### src/rtl/assert_macros.svh
// Assertion macros for the line rasterizer RTL.
// Simulation builds get concurrent assertions; synthesis builds get nothing.
`ifndef ASSERT_MACROS_SVH
`define ASSERT_MACROS_SVH
`ifndef SYNTHESIS
`define ASSERT_NEVER(lbl, clk, rst_n, expr, msg) \
    lbl: assert property (@(posedge clk) disable iff (!rst_n) !(expr)) else $error(msg);
`define ASSERT_IMPLIES(lbl, clk, rst_n, ante, cons, msg) \
    lbl: assert property (@(posedge clk) disable iff (!rst_n) (ante) |-> (cons)) \
        else $error(msg);
`define ASSERT_NEXT(lbl, clk, rst_n, ante, cons, msg) \
    lbl: assert property (@(posedge clk) disable iff (!rst_n) (ante) |=> (cons)) \
        else $error(msg);
`else
`define ASSERT_NEVER(lbl, clk, rst_n, expr, msg)
`define ASSERT_IMPLIES(lbl, clk, rst_n, ante, cons, msg)
`define ASSERT_NEXT(lbl, clk, rst_n, ante, cons, msg)
`endif
`endif

### src/rtl/alr_pkg.sv
`timescale 1ns / 1ps
package alr_pkg;

    localparam int COORD_BITS = 16;
    localparam int POS_BITS = COORD_BITS + 2;
    localparam int FRAME_BITS = 15;
    localparam int COV_BITS = 9;
    localparam int CFG_INDEX_BITS = 1;
    localparam int DEF_FRAC_BITS = 16;
    localparam int DEF_QUEUE_DEPTH = 2;

    localparam logic [FRAME_BITS-1:0] FRAME_RESET = 15'd1024;
    localparam logic [COV_BITS-1:0] COV_FULL = 9'd256;

    localparam logic KIND_START = 1'b0;
    localparam logic KIND_ADVANCE = 1'b1;

    localparam logic [CFG_INDEX_BITS-1:0] CFG_FRAME_WIDTH = 1'b0;
    localparam logic [CFG_INDEX_BITS-1:0] CFG_FRAME_HEIGHT = 1'b1;

    typedef struct packed {
        logic                         kind;
        logic signed [COORD_BITS-1:0] x_start;
        logic signed [COORD_BITS-1:0] y_start;
        logic signed [COORD_BITS-1:0] x_end;
        logic signed [COORD_BITS-1:0] y_end;
    } alr_in_t;

    typedef struct packed {
        logic [FRAME_BITS-1:0] pixel_x;
        logic [FRAME_BITS-1:0] pixel_y;
        logic [COV_BITS-1:0]   coverage;
        logic                  last;
        logic                  line_finished;
    } alr_out_t;

    // Classified command: endpoints in major/minor order, major ascending.
    typedef struct packed {
        logic                         kind;
        logic                         steep;
        logic signed [COORD_BITS-1:0] maj0;
        logic signed [COORD_BITS-1:0] min0;
        logic signed [COORD_BITS-1:0] maj1;
        logic signed [COORD_BITS-1:0] min1;
        logic [COORD_BITS-1:0]        dx;
        logic                         dy_neg;
        logic [COORD_BITS-1:0]        dy_mag;
    } alr_cmd_t;

    // One candidate pixel, already mapped to frame axes and clip-checked.
    typedef struct packed {
        logic                  ok;
        logic [FRAME_BITS-1:0] x;
        logic [FRAME_BITS-1:0] y;
        logic [COV_BITS-1:0]   cov;
        logic                  fin;
    } alr_pix_t;

    typedef enum logic [1:0] {
        ST_IDLE,
        ST_DIV,
        ST_EMIT
    } alr_state_t;

    typedef struct packed {
        logic full;
        logic empty;
    } alr_queue_stat_t;

    typedef struct packed {
        logic dividing;
        logic loading;
    } alr_back_stat_t;

endpackage

### src/rtl/alr_front.sv
`timescale 1ns / 1ps
module alr_front (
    input  logic                      in_valid,
    output logic                      in_ready,
    input  alr_pkg::alr_in_t          in_item,
    input  alr_pkg::alr_queue_stat_t  q_stat,
    output logic                      push,
    output alr_pkg::alr_cmd_t         cmd
);
    import alr_pkg::*;

    logic signed [COORD_BITS:0]   dxs;
    logic signed [COORD_BITS:0]   dys;
    logic signed [COORD_BITS:0]   span;
    logic signed [COORD_BITS:0]   rise;
    logic [COORD_BITS-1:0]        adx;
    logic [COORD_BITS-1:0]        ady;
    logic                         steep;
    logic                         swap;
    logic signed [COORD_BITS-1:0] a0;
    logic signed [COORD_BITS-1:0] b0;
    logic signed [COORD_BITS-1:0] a1;
    logic signed [COORD_BITS-1:0] b1;
    logic signed [COORD_BITS-1:0] maj0;
    logic signed [COORD_BITS-1:0] min0;
    logic signed [COORD_BITS-1:0] maj1;
    logic signed [COORD_BITS-1:0] min1;

    assign in_ready = !q_stat.full;
    assign push = in_valid && !q_stat.full;

    always_comb
    begin
        // steep test on the raw endpoint deltas
        dxs = {in_item.x_end[COORD_BITS-1], in_item.x_end}
            - {in_item.x_start[COORD_BITS-1], in_item.x_start};
        dys = {in_item.y_end[COORD_BITS-1], in_item.y_end}
            - {in_item.y_start[COORD_BITS-1], in_item.y_start};
        adx = dxs[COORD_BITS] ? COORD_BITS'(-dxs) : COORD_BITS'(dxs);
        ady = dys[COORD_BITS] ? COORD_BITS'(-dys) : COORD_BITS'(dys);
        steep = ady > adx;

        a0 = steep ? in_item.y_start : in_item.x_start;
        b0 = steep ? in_item.x_start : in_item.y_start;
        a1 = steep ? in_item.y_end : in_item.x_end;
        b1 = steep ? in_item.x_end : in_item.y_end;

        // order endpoints along the major axis
        swap = a0 > a1;
        maj0 = swap ? a1 : a0;
        min0 = swap ? b1 : b0;
        maj1 = swap ? a0 : a1;
        min1 = swap ? b0 : b1;

        span = {maj1[COORD_BITS-1], maj1} - {maj0[COORD_BITS-1], maj0};
        rise = {min1[COORD_BITS-1], min1} - {min0[COORD_BITS-1], min0};

        cmd.kind = in_item.kind;
        cmd.steep = steep;
        cmd.maj0 = maj0;
        cmd.min0 = min0;
        cmd.maj1 = maj1;
        cmd.min1 = min1;
        cmd.dx = COORD_BITS'(span);
        cmd.dy_neg = rise[COORD_BITS];
        cmd.dy_mag = rise[COORD_BITS] ? COORD_BITS'(-rise) : COORD_BITS'(rise);
    end

endmodule

### src/rtl/alr_queue.sv
`timescale 1ns / 1ps
module alr_queue #(
    parameter int DEPTH = alr_pkg::DEF_QUEUE_DEPTH
) (
    input  logic                      clk,
    input  logic                      rst_n,
    input  logic                      push,
    input  alr_pkg::alr_cmd_t         push_cmd,
    input  logic                      pop,
    output alr_pkg::alr_cmd_t         pop_cmd,
    output alr_pkg::alr_queue_stat_t  stat
);
    import alr_pkg::*;

    localparam int PTR_BITS = (DEPTH > 1) ? $clog2(DEPTH) : 1;
    localparam int CNT_BITS = $clog2(DEPTH + 1);
    localparam logic [PTR_BITS-1:0] PTR_LAST = PTR_BITS'(DEPTH - 1);
    localparam logic [CNT_BITS-1:0] CNT_FULL = CNT_BITS'(DEPTH);

    alr_cmd_t              slot_reg [DEPTH];
    logic [PTR_BITS-1:0]   wr_ptr_reg;
    logic [PTR_BITS-1:0]   wr_ptr_next;
    logic [PTR_BITS-1:0]   rd_ptr_reg;
    logic [PTR_BITS-1:0]   rd_ptr_next;
    logic [CNT_BITS-1:0]   count_reg;
    logic [CNT_BITS-1:0]   count_next;
    logic                  do_push;
    logic                  do_pop;

    assign stat.full = count_reg == CNT_FULL;
    assign stat.empty = count_reg == '0;
    assign do_push = push && !stat.full;
    assign do_pop = pop && !stat.empty;
    assign pop_cmd = slot_reg[rd_ptr_reg];

    always_comb
    begin
        wr_ptr_next = wr_ptr_reg;
        rd_ptr_next = rd_ptr_reg;
        count_next = count_reg;
        if (do_push)
        begin
            wr_ptr_next = (wr_ptr_reg == PTR_LAST) ? '0 : wr_ptr_reg + 1'b1;
        end
        if (do_pop)
        begin
            rd_ptr_next = (rd_ptr_reg == PTR_LAST) ? '0 : rd_ptr_reg + 1'b1;
        end
        case ({do_push, do_pop})
            2'b10:   count_next = count_reg + 1'b1;
            2'b01:   count_next = count_reg - 1'b1;
            default: count_next = count_reg;
        endcase
    end

    always_ff @(posedge clk or negedge rst_n)
    begin
        if (!rst_n)
        begin
            wr_ptr_reg <= '0;
            rd_ptr_reg <= '0;
            count_reg <= '0;
        end
        else
        begin
            wr_ptr_reg <= wr_ptr_next;
            rd_ptr_reg <= rd_ptr_next;
            count_reg <= count_next;
        end
    end

    always_ff @(posedge clk)
    begin
        if (do_push)
        begin
            slot_reg[wr_ptr_reg] <= push_cmd;
        end
    end

endmodule

### src/rtl/alr_back.sv
`timescale 1ns / 1ps
module alr_back #(
    parameter int FRAC_BITS = alr_pkg::DEF_FRAC_BITS
) (
    input  logic                               clk,
    input  logic                               rst_n,
    input  logic [alr_pkg::FRAME_BITS-1:0]     frame_width,
    input  logic [alr_pkg::FRAME_BITS-1:0]     frame_height,
    input  alr_pkg::alr_queue_stat_t           q_stat,
    output logic                               pop,
    input  alr_pkg::alr_cmd_t                  cmd,
    output logic                               out_valid,
    input  logic                               out_ready,
    output alr_pkg::alr_out_t                  out_item,
    output alr_pkg::alr_back_stat_t            stat
);
    import alr_pkg::*;

    localparam int ACC_BITS = POS_BITS + FRAC_BITS;
    localparam int SLOPE_BITS = FRAC_BITS + 2;
    localparam int CNT_BITS = $clog2(FRAC_BITS);
    localparam logic [CNT_BITS-1:0] CNT_LAST = CNT_BITS'(FRAC_BITS - 1);

    function automatic logic signed [POS_BITS-1:0] ext_pos(
        input logic signed [COORD_BITS-1:0] v
    );
        return {{(POS_BITS - COORD_BITS){v[COORD_BITS-1]}}, v};
    endfunction

    // Map major/minor to frame axes and flag anything off the frame.
    function automatic alr_pix_t make_pix(
        input logic                       steep,
        input logic signed [POS_BITS-1:0] major,
        input logic signed [POS_BITS-1:0] minor,
        input logic [FRAME_BITS-1:0]      fw,
        input logic [FRAME_BITS-1:0]      fh,
        input logic [COV_BITS-1:0]        cov,
        input logic                       fin
    );
        logic signed [POS_BITS-1:0] px;
        logic signed [POS_BITS-1:0] py;
        alr_pix_t p;
        px = steep ? minor : major;
        py = steep ? major : minor;
        p.ok = !px[POS_BITS-1] && !py[POS_BITS-1]
            && ($unsigned(px) < {{(POS_BITS - FRAME_BITS){1'b0}}, fw})
            && ($unsigned(py) < {{(POS_BITS - FRAME_BITS){1'b0}}, fh});
        p.x = px[FRAME_BITS-1:0];
        p.y = py[FRAME_BITS-1:0];
        p.cov = cov;
        p.fin = fin;
        return p;
    endfunction

    // control state
    alr_state_t                  state_reg;
    alr_state_t                  state_next;
    logic                        sel_reg;
    logic                        sel_next;
    logic                        active_reg;
    logic                        active_next;
    logic                        out_valid_reg;
    logic                        out_valid_next;

    // datapath state
    alr_cmd_t                    cmd_reg;
    alr_cmd_t                    cmd_next;
    logic                        steep_reg;
    logic                        steep_next;
    logic signed [POS_BITS-1:0]  col_now_reg;
    logic signed [POS_BITS-1:0]  col_now_next;
    logic signed [POS_BITS-1:0]  col_stop_reg;
    logic signed [POS_BITS-1:0]  col_stop_next;
    logic signed [ACC_BITS-1:0]  acc_reg;
    logic signed [ACC_BITS-1:0]  acc_next;
    logic signed [SLOPE_BITS-1:0] slope_reg;
    logic signed [SLOPE_BITS-1:0] slope_next;
    logic [COORD_BITS-1:0]       rem_reg;
    logic [COORD_BITS-1:0]       rem_next;
    logic [FRAC_BITS-1:0]        quo_reg;
    logic [FRAC_BITS-1:0]        quo_next;
    logic [CNT_BITS-1:0]         cnt_reg;
    logic [CNT_BITS-1:0]         cnt_next;
    alr_pix_t                    cand_reg [2];
    alr_pix_t                    cand_next [2];
    alr_out_t                    out_item_reg;
    alr_out_t                    out_item_next;

    // divider step
    logic [COORD_BITS:0]         rem_shift;
    logic                        quo_bit;
    logic [COORD_BITS-1:0]       rem_step;
    logic [FRAC_BITS:0]          quo_final;
    logic [SLOPE_BITS-1:0]       slope_mag;
    logic signed [SLOPE_BITS-1:0] slope_fin;
    logic signed [POS_BITS-1:0]  maj0_pos;
    logic signed [POS_BITS-1:0]  min0_pos;
    logic signed [POS_BITS-1:0]  maj1_pos;
    logic signed [POS_BITS-1:0]  min1_pos;
    logic signed [ACC_BITS-1:0]  acc_start;
    logic                        start_fin;

    // advance step
    logic signed [POS_BITS-1:0]  base_lo;
    logic signed [POS_BITS-1:0]  base_hi;
    logic [7:0]                  frac;
    logic                        adv_fin;
    logic signed [ACC_BITS-1:0]  acc_adv;

    // integer gradient bit straight from the queue head
    logic                        head_int;
    logic                        loading;

    assign rem_shift = {rem_reg, 1'b0};
    assign quo_bit = rem_shift >= {1'b0, cmd_reg.dx};
    assign rem_step = quo_bit ? COORD_BITS'(rem_shift - {1'b0, cmd_reg.dx})
                              : rem_shift[COORD_BITS-1:0];
    assign quo_final = {quo_reg, quo_bit};
    assign slope_mag = {1'b0, quo_final};
    assign slope_fin = cmd_reg.dy_neg ? -slope_mag : slope_mag;
    assign maj0_pos = ext_pos(cmd_reg.maj0);
    assign min0_pos = ext_pos(cmd_reg.min0);
    assign maj1_pos = ext_pos(cmd_reg.maj1);
    assign min1_pos = ext_pos(cmd_reg.min1);
    assign acc_start = {min0_pos, FRAC_BITS'(0)}
        + {{(ACC_BITS - SLOPE_BITS){slope_fin[SLOPE_BITS-1]}}, slope_fin};
    assign start_fin = !(cmd_reg.dx > COORD_BITS'(1));

    assign base_lo = acc_reg[ACC_BITS-1:FRAC_BITS];
    assign base_hi = base_lo + POS_BITS'(1);
    assign frac = acc_reg[FRAC_BITS-1 -: 8];
    assign adv_fin = col_now_reg >= col_stop_reg;
    assign acc_adv = acc_reg
        + {{(ACC_BITS - SLOPE_BITS){slope_reg[SLOPE_BITS-1]}}, slope_reg};

    assign head_int = cmd.dy_mag >= cmd.dx;

    assign out_valid = out_valid_reg;
    assign out_item = out_item_reg;
    assign stat.dividing = state_reg == ST_DIV;
    assign stat.loading = loading;

    always_comb
    begin
        state_next = state_reg;
        sel_next = sel_reg;
        active_next = active_reg;
        out_valid_next = out_valid_reg && !out_ready;
        cmd_next = cmd_reg;
        steep_next = steep_reg;
        col_now_next = col_now_reg;
        col_stop_next = col_stop_reg;
        acc_next = acc_reg;
        slope_next = slope_reg;
        rem_next = rem_reg;
        quo_next = quo_reg;
        cnt_next = cnt_reg;
        cand_next = cand_reg;
        out_item_next = out_item_reg;
        pop = 1'b0;
        loading = 1'b0;

        case (state_reg)
            ST_IDLE:
            begin
                if (!q_stat.empty)
                begin
                    pop = 1'b1;
                    if (cmd.kind == KIND_START)
                    begin
                        cmd_next = cmd;
                        steep_next = cmd.steep;
                        if (cmd.dx == '0)
                        begin
                            // zero-length line: one point, nothing to walk
                            active_next = 1'b0;
                            cand_next[0] = make_pix(cmd.steep, ext_pos(cmd.maj0),
                                ext_pos(cmd.min0), frame_width, frame_height,
                                COV_FULL, 1'b1);
                            cand_next[1] = '0;
                            sel_next = 1'b0;
                            state_next = ST_EMIT;
                        end
                        else
                        begin
                            // integer bit of the gradient, then fraction bits serially
                            rem_next = head_int ? COORD_BITS'(cmd.dy_mag - cmd.dx)
                                                : cmd.dy_mag;
                            quo_next = FRAC_BITS'(head_int);
                            cnt_next = '0;
                            state_next = ST_DIV;
                        end
                    end
                    else if (active_reg)
                    begin
                        cand_next[0] = make_pix(steep_reg, col_now_reg, base_lo,
                            frame_width, frame_height,
                            COV_FULL - COV_BITS'(frac), adv_fin);
                        cand_next[1] = make_pix(steep_reg, col_now_reg, base_hi,
                            frame_width, frame_height, COV_BITS'(frac), adv_fin);
                        acc_next = acc_adv;
                        col_now_next = col_now_reg + POS_BITS'(1);
                        active_next = !adv_fin;
                        sel_next = 1'b0;
                        state_next = ST_EMIT;
                    end
                end
            end

            ST_DIV:
            begin
                if (cnt_reg == CNT_LAST)
                begin
                    slope_next = slope_fin;
                    acc_next = acc_start;
                    col_now_next = maj0_pos + POS_BITS'(1);
                    col_stop_next = maj1_pos - POS_BITS'(1);
                    active_next = !start_fin;
                    cand_next[0] = make_pix(cmd_reg.steep, maj0_pos, min0_pos,
                        frame_width, frame_height, COV_FULL, start_fin);
                    cand_next[1] = make_pix(cmd_reg.steep, maj1_pos, min1_pos,
                        frame_width, frame_height, COV_FULL, start_fin);
                    sel_next = 1'b0;
                    state_next = ST_EMIT;
                end
                else
                begin
                    rem_next = rem_step;
                    quo_next = {quo_reg[FRAC_BITS-2:0], quo_bit};
                    cnt_next = cnt_reg + 1'b1;
                end
            end

            ST_EMIT:
            begin
                if (!cand_reg[sel_reg].ok)
                begin
                    // skip a clipped pixel
                    if (sel_reg == 1'b0)
                    begin
                        sel_next = 1'b1;
                    end
                    else
                    begin
                        state_next = ST_IDLE;
                    end
                end
                else if (!out_valid_reg || out_ready)
                begin
                    loading = 1'b1;
                    out_valid_next = 1'b1;
                    out_item_next.pixel_x = cand_reg[sel_reg].x;
                    out_item_next.pixel_y = cand_reg[sel_reg].y;
                    out_item_next.coverage = cand_reg[sel_reg].cov;
                    out_item_next.line_finished = cand_reg[sel_reg].fin;
                    out_item_next.last = sel_reg || !cand_reg[1].ok;
                    if (sel_reg == 1'b0 && cand_reg[1].ok)
                    begin
                        sel_next = 1'b1;
                    end
                    else
                    begin
                        state_next = ST_IDLE;
                    end
                end
            end

            default:
            begin
                state_next = ST_IDLE;
            end
        endcase
    end

    always_ff @(posedge clk or negedge rst_n)
    begin
        if (!rst_n)
        begin
            state_reg <= ST_IDLE;
            sel_reg <= 1'b0;
            active_reg <= 1'b0;
            out_valid_reg <= 1'b0;
        end
        else
        begin
            state_reg <= state_next;
            sel_reg <= sel_next;
            active_reg <= active_next;
            out_valid_reg <= out_valid_next;
        end
    end

    always_ff @(posedge clk)
    begin
        cmd_reg <= cmd_next;
        steep_reg <= steep_next;
        col_now_reg <= col_now_next;
        col_stop_reg <= col_stop_next;
        acc_reg <= acc_next;
        slope_reg <= slope_next;
        rem_reg <= rem_next;
        quo_reg <= quo_next;
        cnt_reg <= cnt_next;
        cand_reg <= cand_next;
        out_item_reg <= out_item_next;
    end

endmodule

### src/rtl/antialiased_line_rasterizer_core.sv
// Antialiased line rasterizer, Wu style, integer endpoints.
// Input channel (in_valid/in_ready/in_item): a start item carries both
// endpoints; an advance item walks one interior column of the current line.
// Output channel (out_valid/out_ready/out_item): one pixel per item, with
// coverage 0..256; last marks the final pixel caused by an input item.
// Configuration: cfg_we/cfg_index/cfg_data write frame_width (index 0) or
// frame_height (index 1); write them only while the block is idle.
// Path: an advance item passes the command queue, the back end's candidate
// register and the output register, and either can stall it. A start item
// first runs through the serial gradient divider. The back end works on one
// item at a time; the command queue (QUEUE_DEPTH entries, two by default)
// lets the front keep accepting while the back end divides or emits.
// Reset clears the queue, the output register and the active-line flag;
// the frame size returns to 1024 x 1024.
// When the receiver stalls, the output register holds its pixel, the back
// end waits, the queue fills, and in_ready drops.
`timescale 1ns / 1ps
`include "assert_macros.svh"
module antialiased_line_rasterizer_core #(
    parameter int FRAC_BITS = alr_pkg::DEF_FRAC_BITS,
    parameter int QUEUE_DEPTH = alr_pkg::DEF_QUEUE_DEPTH
) (
    input  logic                                  clk,
    input  logic                                  rst_n,
    input  logic                                  in_valid,
    output logic                                  in_ready,
    input  alr_pkg::alr_in_t                      in_item,
    output logic                                  out_valid,
    input  logic                                  out_ready,
    output alr_pkg::alr_out_t                     out_item,
    input  logic                                  cfg_we,
    input  logic [alr_pkg::CFG_INDEX_BITS-1:0]    cfg_index,
    input  logic [alr_pkg::FRAME_BITS-1:0]        cfg_data
);
    import alr_pkg::*;

    // frame size registers
    logic [FRAME_BITS-1:0] frame_width_reg;
    logic [FRAME_BITS-1:0] frame_height_reg;

    // front to queue to back
    logic                  q_push;
    alr_cmd_t              q_push_cmd;
    logic                  q_pop;
    alr_cmd_t              q_head;
    alr_queue_stat_t       q_stat;
    alr_back_stat_t        b_stat;

    always_ff @(posedge clk or negedge rst_n)
    begin
        if (!rst_n)
        begin
            frame_width_reg <= FRAME_RESET;
            frame_height_reg <= FRAME_RESET;
        end
        else if (cfg_we)
        begin
            case (cfg_index)
                CFG_FRAME_WIDTH:  frame_width_reg <= cfg_data;
                CFG_FRAME_HEIGHT: frame_height_reg <= cfg_data;
                default:          ;
            endcase
        end
    end

    // Classify: steep test, axis swap, endpoint ordering, deltas.
    alr_front u_front (
        .in_valid (in_valid),
        .in_ready (in_ready),
        .in_item  (in_item),
        .q_stat   (q_stat),
        .push     (q_push),
        .cmd      (q_push_cmd)
    );

    // Short command queue decouples acceptance from execution.
    alr_queue #(
        .DEPTH (QUEUE_DEPTH)
    ) u_queue (
        .clk      (clk),
        .rst_n    (rst_n),
        .push     (q_push),
        .push_cmd (q_push_cmd),
        .pop      (q_pop),
        .pop_cmd  (q_head),
        .stat     (q_stat)
    );

    // Execute: serial divide on start, intercept walk on advance, clip, emit.
    alr_back #(
        .FRAC_BITS (FRAC_BITS)
    ) u_back (
        .clk          (clk),
        .rst_n        (rst_n),
        .frame_width  (frame_width_reg),
        .frame_height (frame_height_reg),
        .q_stat       (q_stat),
        .pop          (q_pop),
        .cmd          (q_head),
        .out_valid    (out_valid),
        .out_ready    (out_ready),
        .out_item     (out_item),
        .stat         (b_stat)
    );

    `ASSERT_NEVER(a_queue_full_empty, clk, rst_n, q_stat.full && q_stat.empty, "queue full and empty at once")
    `ASSERT_IMPLIES(a_pop_needs_item, clk, rst_n, q_pop, !q_stat.empty, "pop from empty queue")
    `ASSERT_IMPLIES(a_no_emit_in_div, clk, rst_n, b_stat.dividing, !b_stat.loading, "pixel emitted mid-divide")
    `ASSERT_NEXT(a_load_shows_valid, clk, rst_n, b_stat.loading, out_valid, "loaded pixel not presented")

endmodule
### config.mk
export PLATFORM = sky130hd
export DESIGN_NAME = antialiased_line_rasterizer_core
export DESIGN_NICKNAME = d
export VERILOG_FILES = /design/src/rtl/alr_pkg.sv /design/src/rtl/alr_front.sv /design/src/rtl/alr_queue.sv /design/src/rtl/alr_back.sv /design/src/rtl/antialiased_line_rasterizer_core.sv
export VERILOG_INCLUDE_DIRS = /design/src /design/src/rtl
export SDC_FILE = /design/constraint.sdc
export NUM_CORES = 1
export LEC_CHECK = 0
export BUFFER_PORTS_ARGS = -buffer_cell sky130_fd_sc_hd__buf_2
export CAP_MARGIN = 20
export CORE_MARGIN = 5
export CORE_UTILIZATION = 30
export CTS_CLUSTER_DIAMETER = 60
export DETAILED_ROUTE_END_ITERATION = 12
export PLACE_DENSITY = 0.48
export SLEW_MARGIN = 40
export SYNTH_ARGS = -nofsm -noshare
export SYNTH_HDL_FRONTEND = slang
export SYNTH_SLANG_ARGS = --single-unit
export TNS_END_PERCENT = 20
### constraint.sdc
create_clock -name clk -period 29.9 [get_ports clk]
set_clock_uncertainty 0.15 [all_clocks]
set_input_delay 0 -clock clk [delete_from_list [all_inputs] [get_ports clk]]
set_output_delay 0 -clock clk [all_outputs]
set_load 0.02 [all_outputs]
After elaboration in Yosys (flattened, before gate mapping) --
Memories as Yosys holds them, arrays and structs flattened. Cells that the tools add are included.
Storage, ports and cells: word-level logic and storage cells 250, memories 1, bits in registers 368, memory bits (writable) 198
Cells by class: bitwise operators 5, $lt $le $gt $ge 17, $add $sub $neg 22, reduce and logical (&&, ||, !) cells 56, multiplexer cells 92, eq/ne operators 19
Memories:
- u_queue.slot_reg | words 2, bits a word 99, read ports 1, clocked after memory_dff 0, write ports 1, RTL line alr_queue.sv:20 | alr_cmd_t slot_reg [DEPTH];
Operator list (count):
- $mux W82 | 5
- $mux W16 | 21
- $mux W18 | 15
- $lt A18 B15 Y1 | 10
- $pmux W82 S2 | 1
- $mux W34 | 4
- $mux W41 | 3
- $pmux W34 S2 | 1
- $pmux W16 S2 | 2
- $sub A16 B16 Y17 | 3
- $neg A16 Y16 | 3
- $sub A16 B16 Y16 | 3
- $add A18 B2 Y18 const B | 2
- $pmux W18 S2 | 1
- $add A34 B34 Y34 | 1
- $add A32 B18 Y33 | 1
- $gt A16 B16 Y1 | 2
- $mux W1 | 21
- $logic_and A1 B1 Y1 | 20
- $ge A18 B18 Y1 | 1
- $mux W2 | 9
- $neg A17 Y18 | 1
- $add A16 B2 Y17 const B | 1
- $ge A17 B16 Y1 | 1
- 36 further kinds | 79

Logic depth before layout (Yosys ltp) --
Gate-level depths: netlist of run 1.
depth after elaboration 10, gate-level depth with buffers 67, depth with buffers taken out 58

Modules after synthesis --
From an unflattened synthesis of run 1, not the netlist that was laid out.
Unflattened totals: cells, all modules 3684, area total of the unflattened synthesis 39449.1 sq um
Modules (own cells, without submodules):
- alr_back | sequential area each 9944.5 sq um, area each 23820.3 sq um, instances 1, cells an instance 2246
- alr_queue | sequential area each 6045.8 sq um, area each 7837.5 sq um, instances 1, cells an instance 326
- alr_front | sequential area each 0.0 sq um, area each 6613.8 sq um, instances 1, cells an instance 1047
- antialiased_line_rasterizer_core | sequential area each 753.2 sq um, area each 1177.4 sq um, instances 1, cells an instance 65

Worst setup path after synthesis of run 1 --
Ideal clock, no wire load.
path kind input-to-reg, from input port in_item[16] in the netlist's numbering, to memory u_queue.slot_reg[0][15] in the netlist's numbering (data pin), required time 29.486 ns, slack 18.102 ns, cell stages on the path 57, arrival 11.384 ns, setup time 0.264 ns, cell sequence inv_1 -> ha_1 -> fa_1 -> nor2b_1 -> o21ai_0 -> a21boi_0 -> o21ai_0 -> a21boi_0 -> nor2_1 -> or3_1 -> or3_1 -> or3_1 -> or3_1 -> o31ai_1 -> xor2_1 -> ha_1 -> nand4_2 -> or4_1 -> (+21 left out) -> buf_1 -> clkbuf_1 -> nand2_1 -> a31oi_1 -> ha_1 -> a21oi_1 -> nand2_1 -> a211oi_1 -> a21oi_1 -> mux2_2 -> a32oi_1 -> a21oi_2 -> a311o_1 -> a21oi_1 -> xnor2_1 -> a31oi_1 -> o2bb2ai_1 -> xnor2_1
RTL lines:
- start, declared | RTL line antialiased_line_rasterizer_core.sv:27 | input alr_pkg::alr_in_t in_item,
- end, declared | RTL line alr_queue.sv:20

==> results.json, run 1 <==
{
  "post-route-drc-count": 0,
  "ant_nets": 0,
  "maxCapViolCount": 0,
  "rsz0062_at_grt": "false",
  "netlist.area_leader.share": 0.414,
  "dieArea_mm2": 0.134,
  "status": "completed",
  "syn_inst": 3694,
  "largest_reg_flops": 198,
  "place_congestion": 0.881,
  "setup_viol": 0,
  "dr.pass1.iters": 5,
  "cp.arrival_ns": 13.89,
  "r2r_cells": 40,
  "crit_slowest_cell": "buf_4",
  "min_path_type": "in2reg",
  "vias": 28400,
  "dr.first_iter.drc_count": 2102,
  "async_flop_share": 0.0691,
  "synthTopCellsByArea": "edfxtp_1 (41%), ha_1 (11%), mux2_2 (6.6%)",
  "drive_above_1_share": 0.142,
  "worstSetupStartpointType": "input port",
  "synth_top_area_cell": "edfxtp_1",
  "antenna_found_initial": 9,
  "io_buffers": 128,
  "required_ns": 30.11,
  "relSlewSlack": 0.383,
  "grt_usage": 0.173,
  "hpwl_um": 90600,
  "tightest_slew_ns": 0.900,
  "drv_slew": 0,
  "hold_depth": 3,
  "clk_pin_slew_worst_paths_ns": 0.06,
  "max_freq_ghz": 0.0731,
  "path_class": "in2reg",
  "clock_path_buffers": 3,
  "tritoncts": "done",
  "syn_area_mm2": 0.0380,
  "synthDistinctLibCells": 81,
  "cpMostUsedCell": "o21ai_0",
  "detail_route.wl_per_cell_um": 21.3,
  "layout_commonest_cell": "edfxtp_1",
  "finalHoldViolCount": 0,
  "ys_seq_area_frac": 0.440,
  "io_pins": 129,
  "avgSynthCellArea_um2": 10.3,
  "clock_latency_ns": 0.64,
  "yosys_warnings": 0,
  "cts_made_buffers": 76,
  "viasPerCell": 5.04,
  "grt_pass1_vias": 27800,
  "fp.dieH_um": 366,
  "root_buffer": "clkbuf_16",
  "ys_seq_elements": 564,
  "critPathMaxFanout": 73,
  "nets": 4328,
  "dieWidth_um": 366,
  "htreeDepth": 3,
  "critPathCaptureType": "flip-flop",
  "core_area_mm2": 0.126,
  "final_cell_mix": "edfxtp_1 (525), nor2_1 (389), ha_1 (324)",
  "finalWirelength_um": 120000,
  "placementRows": 130,
  "grt_pass1_wl_um": 178000,
  "clock_sinks": 564,
  "areaGrowthSynthToFinish_pct": 16.7,
  "grt_max_degree": 81,
  "finalCritPeriodShare": 0.458,
  "synth_nets": 4111,
  "synth_edf_count": 525,
  "tns_ns": 0,
  "cts.repair.resized": 0,
  "fin_crit_ns": 13.68,
  "synth_ff_type": "edfxtp_1",
  "grt.overflow.total": 0,
  "start_util": 0.302,
  "critPathMaxStageDelay_ns": 0.64
}
[metrics by stage]
stage	setup slack (ns)	instances	hold slack [ns]	area (µm²)	util
2_1_floorplan	18.10	3694	-0.446	38000	-
3_3_place_gp	17.04	5373	0.0123	40600	0.322
3_5_place_dp	16.82	5375	0.0209	40700	0.323
4_1_cts	16.35	5625	0.0000431	44400	0.352
5_1_grt	14.80	5626	0.0326	44400	0.353
6_report	16.22	5630	0.0353	44400	0.353
[worst max-delay path, delay by kind of cell]
kind	cells	cell delay [ns]
AO/OA/AOI/OAI	28	6.33
buffers and inverters	10	3.45
adder cells (fa/ha/maj)	5	1.67
AND/OR/NAND/NOR	10	1.37
multiplexers	3	0.74
XOR/XNOR	2	0.28
[worst paths after layout]
| check | start | end | slack [ns] |
|---|---|---|---|
| worst max-delay path | in_item[50] | u_queue.slot_reg[1][15] | 16.22 |
| worst max register to register | u_back.cmd_reg[18] | u_back.acc_reg[33] | 20.73 |
| worst min-delay path | in_item[58] | u_queue.slot_reg[1][91] | 0.04 |
| max in group asynchronous | rst_n | u_queue.rd_ptr_reg | 28.60 |
| min in group asynchronous | rst_n | frame_width_reg[12] | 0.42 |
| worst min register to register | u_back.cand_reg[42] | u_back.out_item[2] | 0.28 |
[cells by family (layout without fill, tap and decap cells)]
family,Yosys count,in the layout,synth area share
simple gates,1024,1024,0.124
compound gates,814,814,0.134
flops,564,564,0.440
buf+inv,381,662,0.0384
mux,375,375,0.106
fa+ha+maj,336,336,0.112
xor+xnor,200,200,0.0460
other cells,0,5,0
[per-layer routing]
layer,up-vias,global-route usage,share of wire
met5,-,0,0
met4,0,0.0645,0.037
met3,188,0.0254,0.051
met2,694,0.276,0.45
met1,13600,0.239,0.46
li1,13900,-,-
[final cells by class]
cell class / instances / area (µm²)
Fill cell: 12700 / 81500
Multi-Input combinational cell: 2749 / 20000
Sequential cell: 564 / 16700
Clock buffer: 98 / 2100
Tap cell: 1650 / 2060
Timing Repair Buffer: 273 / 2050
Inverter: 247 / 932
Clock inverter: 44 / 533
Antenna cell: 5 / 12.5
[synth_stat cells, types with 11 or more instances]
master    count
mux2i_1     150
a21oi_1     241
nor2_1      394
inv_1       242
o21a_1       63
xor2_1       86
a21o_1       70
a21boi_0     51
mux2_2      223
clkbuf_1     92
o21ai_0     212
nor3_1       40
buf_2        11
xnor2_1     114
dfrtp_1      37
nand2_1     259
nand2b_1     34
ha_1        324
and2_1       24
and3_1       32
buf_1        28
nor2b_1      53
o211ai_1     30
a31oi_1      26
nand4_1      33
edfxtp_1    525
or3_1        21
a22o_1       27
o31ai_1      17
nand3_1      67
nor4_1       28
[timing repair]
action	4_1_cts	5_1_grt
hold endpoints to repair	226	0
setup endpoints to repair	0	0
setup buffers	0	0
hold buffers	108	0
Power of run 1 is not shown: default switching activity piles up to over one toggle a cycle in this logic, so the estimate is an artifact.
==> inputs of run 2 (changes only) <==
- ABC_AREA: not set -> 1
- PLACE_DENSITY: 0.48 -> 0.5
- clock period: 29.9 -> 12.4 ns (I/O delays scaled with it)
==> run 2 against run 1 <==
Synthesized cell count grew 19%. Hold slack gained 0.0011 ns. Setup slack got worse by 15 ns. First-iteration DRC count is the same.
==> results.json, run 2 <==
{
  "areaGrowthSynthToFinish_pct": 15.7,
  "dieArea_mm2": 0.132,
  "dr.pass1.iters": 5,
  "cpMostUsedCell": "a21oi_1",
  "root_buffer": "clkbuf_16",
  "layout.cells.non_filler": 6289,
  "rsz0062_at_grt": "false",
  "htreeDepth": 3,
  "grt_usage": 0.169,
  "grt_max_degree": 86,
  "drive_above_1_share": 0.0894,
  "start_util": 0.303,
  "clock_sinks": 564,
  "largest_reg_flops": 198,
  "synth_edf_count": 525,
  "relSlewSlack": 0.365,
  "post_cts_buffers": 0,
  "min_path_type": "in2reg",
  "status": "completed",
  "place_ws_ns": 1.69,
  "synth_ff_type": "edfxtp_1",
  "setup_viol": 0,
  "cp.arrival_ns": 11.00,
  "dieWidth_um": 364,
  "synth_nets": 4812,
  "netlist.area_leader.share": 0.420,
  "num_antenna_cells": 0,
  "avgSynthCellArea_um2": 8.55,
  "synthTopCellsByArea": "edfxtp_1 (42%), ha_1 (11%), nand2_1 (11%)",
  "cts.repair.resized": 0,
  "tns_ns": 0,
  "async_flop_share": 0.0691,
  "max_freq_ghz": 0.0928,
  "finalCritPeriodShare": 0.869,
  "layout_commonest_cell": "nand2_1",
  "layout_setup_ws_ns": 1.62,
  "finalHoldViolCount": 0,
  "dr.first_iter.drc_count": 2102,
  "yosysMostFrequentCell": "nand2_1",
  "tightest_slew_ns": 0.943,
  "io_pins": 129,
  "syn_area_mm2": 0.0376,
  "tritoncts": "done",
  "core_area_mm2": 0.124,
  "drv_slew": 0,
  "hpwl_um": 88900,
  "synth_top_area_cell": "edfxtp_1",
  "ant_nets": 0,
  "critPathCaptureType": "flip-flop",
  "fin_crit_ns": 10.78,
  "cts_made_buffers": 74,
  "nets": 5011,
  "ys_seq_elements": 564,
  "final_cell_mix": "nand2_1 (1060), inv_1 (537), edfxtp_1 (525)",
  "antenna_found_initial": 0,
  "fp.dieH_um": 364,
  "io_buffers": 128,
  "grt_pass1_wl_um": 174000,
  "detail_route.wl_per_cell_um": 18.2,
  "dp_cells": 6066,
  "yosys_warnings": 0,
  "critPathMaxStageDelay_ns": 0.56,
  "vias": 30600,
  "syn_inst": 4395,
  "place_congestion": 0.919,
  "clock_latency_ns": 0.62,
  "required_ns": 12.63,
  "critPathMaxFanout": 85,
  "clk_pin_slew_worst_paths_ns": 0.06,
  "path_class": "in2reg",
  "viasPerCell": 4.86,
  "clock_path_buffers": 3,
  "placementRows": 129,
  "maxCapViolCount": 0,
  "finalWirelength_um": 114000,
  "post-route-drc-count": 0,
  "ys_seq_area_frac": 0.446,
  "synthDistinctLibCells": 68,
  "worstSetupStartpointType": "input port",
  "grt.overflow.total": 0,
  "synthTopCellsByCount": "nand2_1 (1063), inv_1 (538), edfxtp_1 (525)",
  "crit_slowest_cell": "dlygate4sd3_1",
  "grt_pass1_vias": 29200
}
[run 2: layout make-up]
cell class / instances / area, µm²
clock buffer: 93 / 1990
sequential: 564 / 16700
multi-input combinational: 3142 / 18300
tap: 1637 / 2050
fill: 12900 / 80600
clock inverter: 41 / 455
inverter: 550 / 2070
timing repair buffer: 262 / 1900
[run 2: path summary, 6_finish.rpt]
path / start / to / slack (ns) / cells past startpoint
max: in_item[0] / u_queue.slot_reg[1][14] / 1.62 / 58
min: in_item[32] / u_queue.slot_reg[1][81] / 0.04 / 3
max reg2reg: u_back.cmd_reg[18] / u_back.acc_reg[32] / 3.92 / 57
min reg2reg: u_back.cand_reg[42] / u_back.out_item[2] / 0.27 / 0
max in group asynchronous: rst_n / u_queue.rd_ptr_reg / 11.19 / 4
min in group asynchronous: rst_n / frame_width_reg[2] / 0.41 / 4
[run 2: critical path: cells and delay by family]
| family | cells | cell delay [ns] |
|---|---|---|
| compound gates | 24 | 4.21 |
| xor+xnor | 1 | 0.19 |
| fa+ha+maj | 5 | 1.69 |
| simple gates | 15 | 2.20 |
| buf+inv | 13 | 2.59 |
[run 2: routing by layer]
metal | vias up | GRT usage | wire, µm
li1 | 15400 | - | -
met1 | 14300 | 0.246 | 55500
met2 | 807 | 0.266 | 49700
met3 | 115 | 0.0204 | 6300
met4 | 0 | 0.0468 | 2760
met5 | - | 0 | 0
[run 2: stage by stage]
stage / hold slack, ns / cell area [µm²] / utilization
6_report: 0.0363 / 43500 / 0.350
5_1_grt: 0.0187 / 43500 / 0.350
4_1_cts: 0.000101 / 43500 / 0.350
3_5_place_dp: -0.00702 / 40100 / 0.323
3_3_place_gp: -0.0132 / 40100 / 0.323
2_1_floorplan: -0.446 / 37600 / -
[run 2: logic make-up (layout without fill, tap and decap cells)]
| logic type | Yosys count | in the layout | share of synthesized area |
|---|---|---|---|
| AO/OA/AOI/OAI | 920 | 920 | 0.138 |
| XOR/XNOR | 168 | 168 | 0.0402 |
| adder cells (fa/ha/maj) | 331 | 331 | 0.112 |
| buffers and inverters | 689 | 946 | 0.0705 |
| flip-flops | 564 | 564 | 0.446 |
| multiplexers | 17 | 17 | 0.00456 |
| AND/OR/NAND/NOR | 1706 | 1706 | 0.190 |
[run 2: what timing repair did]
action	CTS	global route
endpoints found under the setup margin	0	0
hold buffers	88	1
hold endpoints to repair	184	13
Power of run 2 is left out for the same reason.
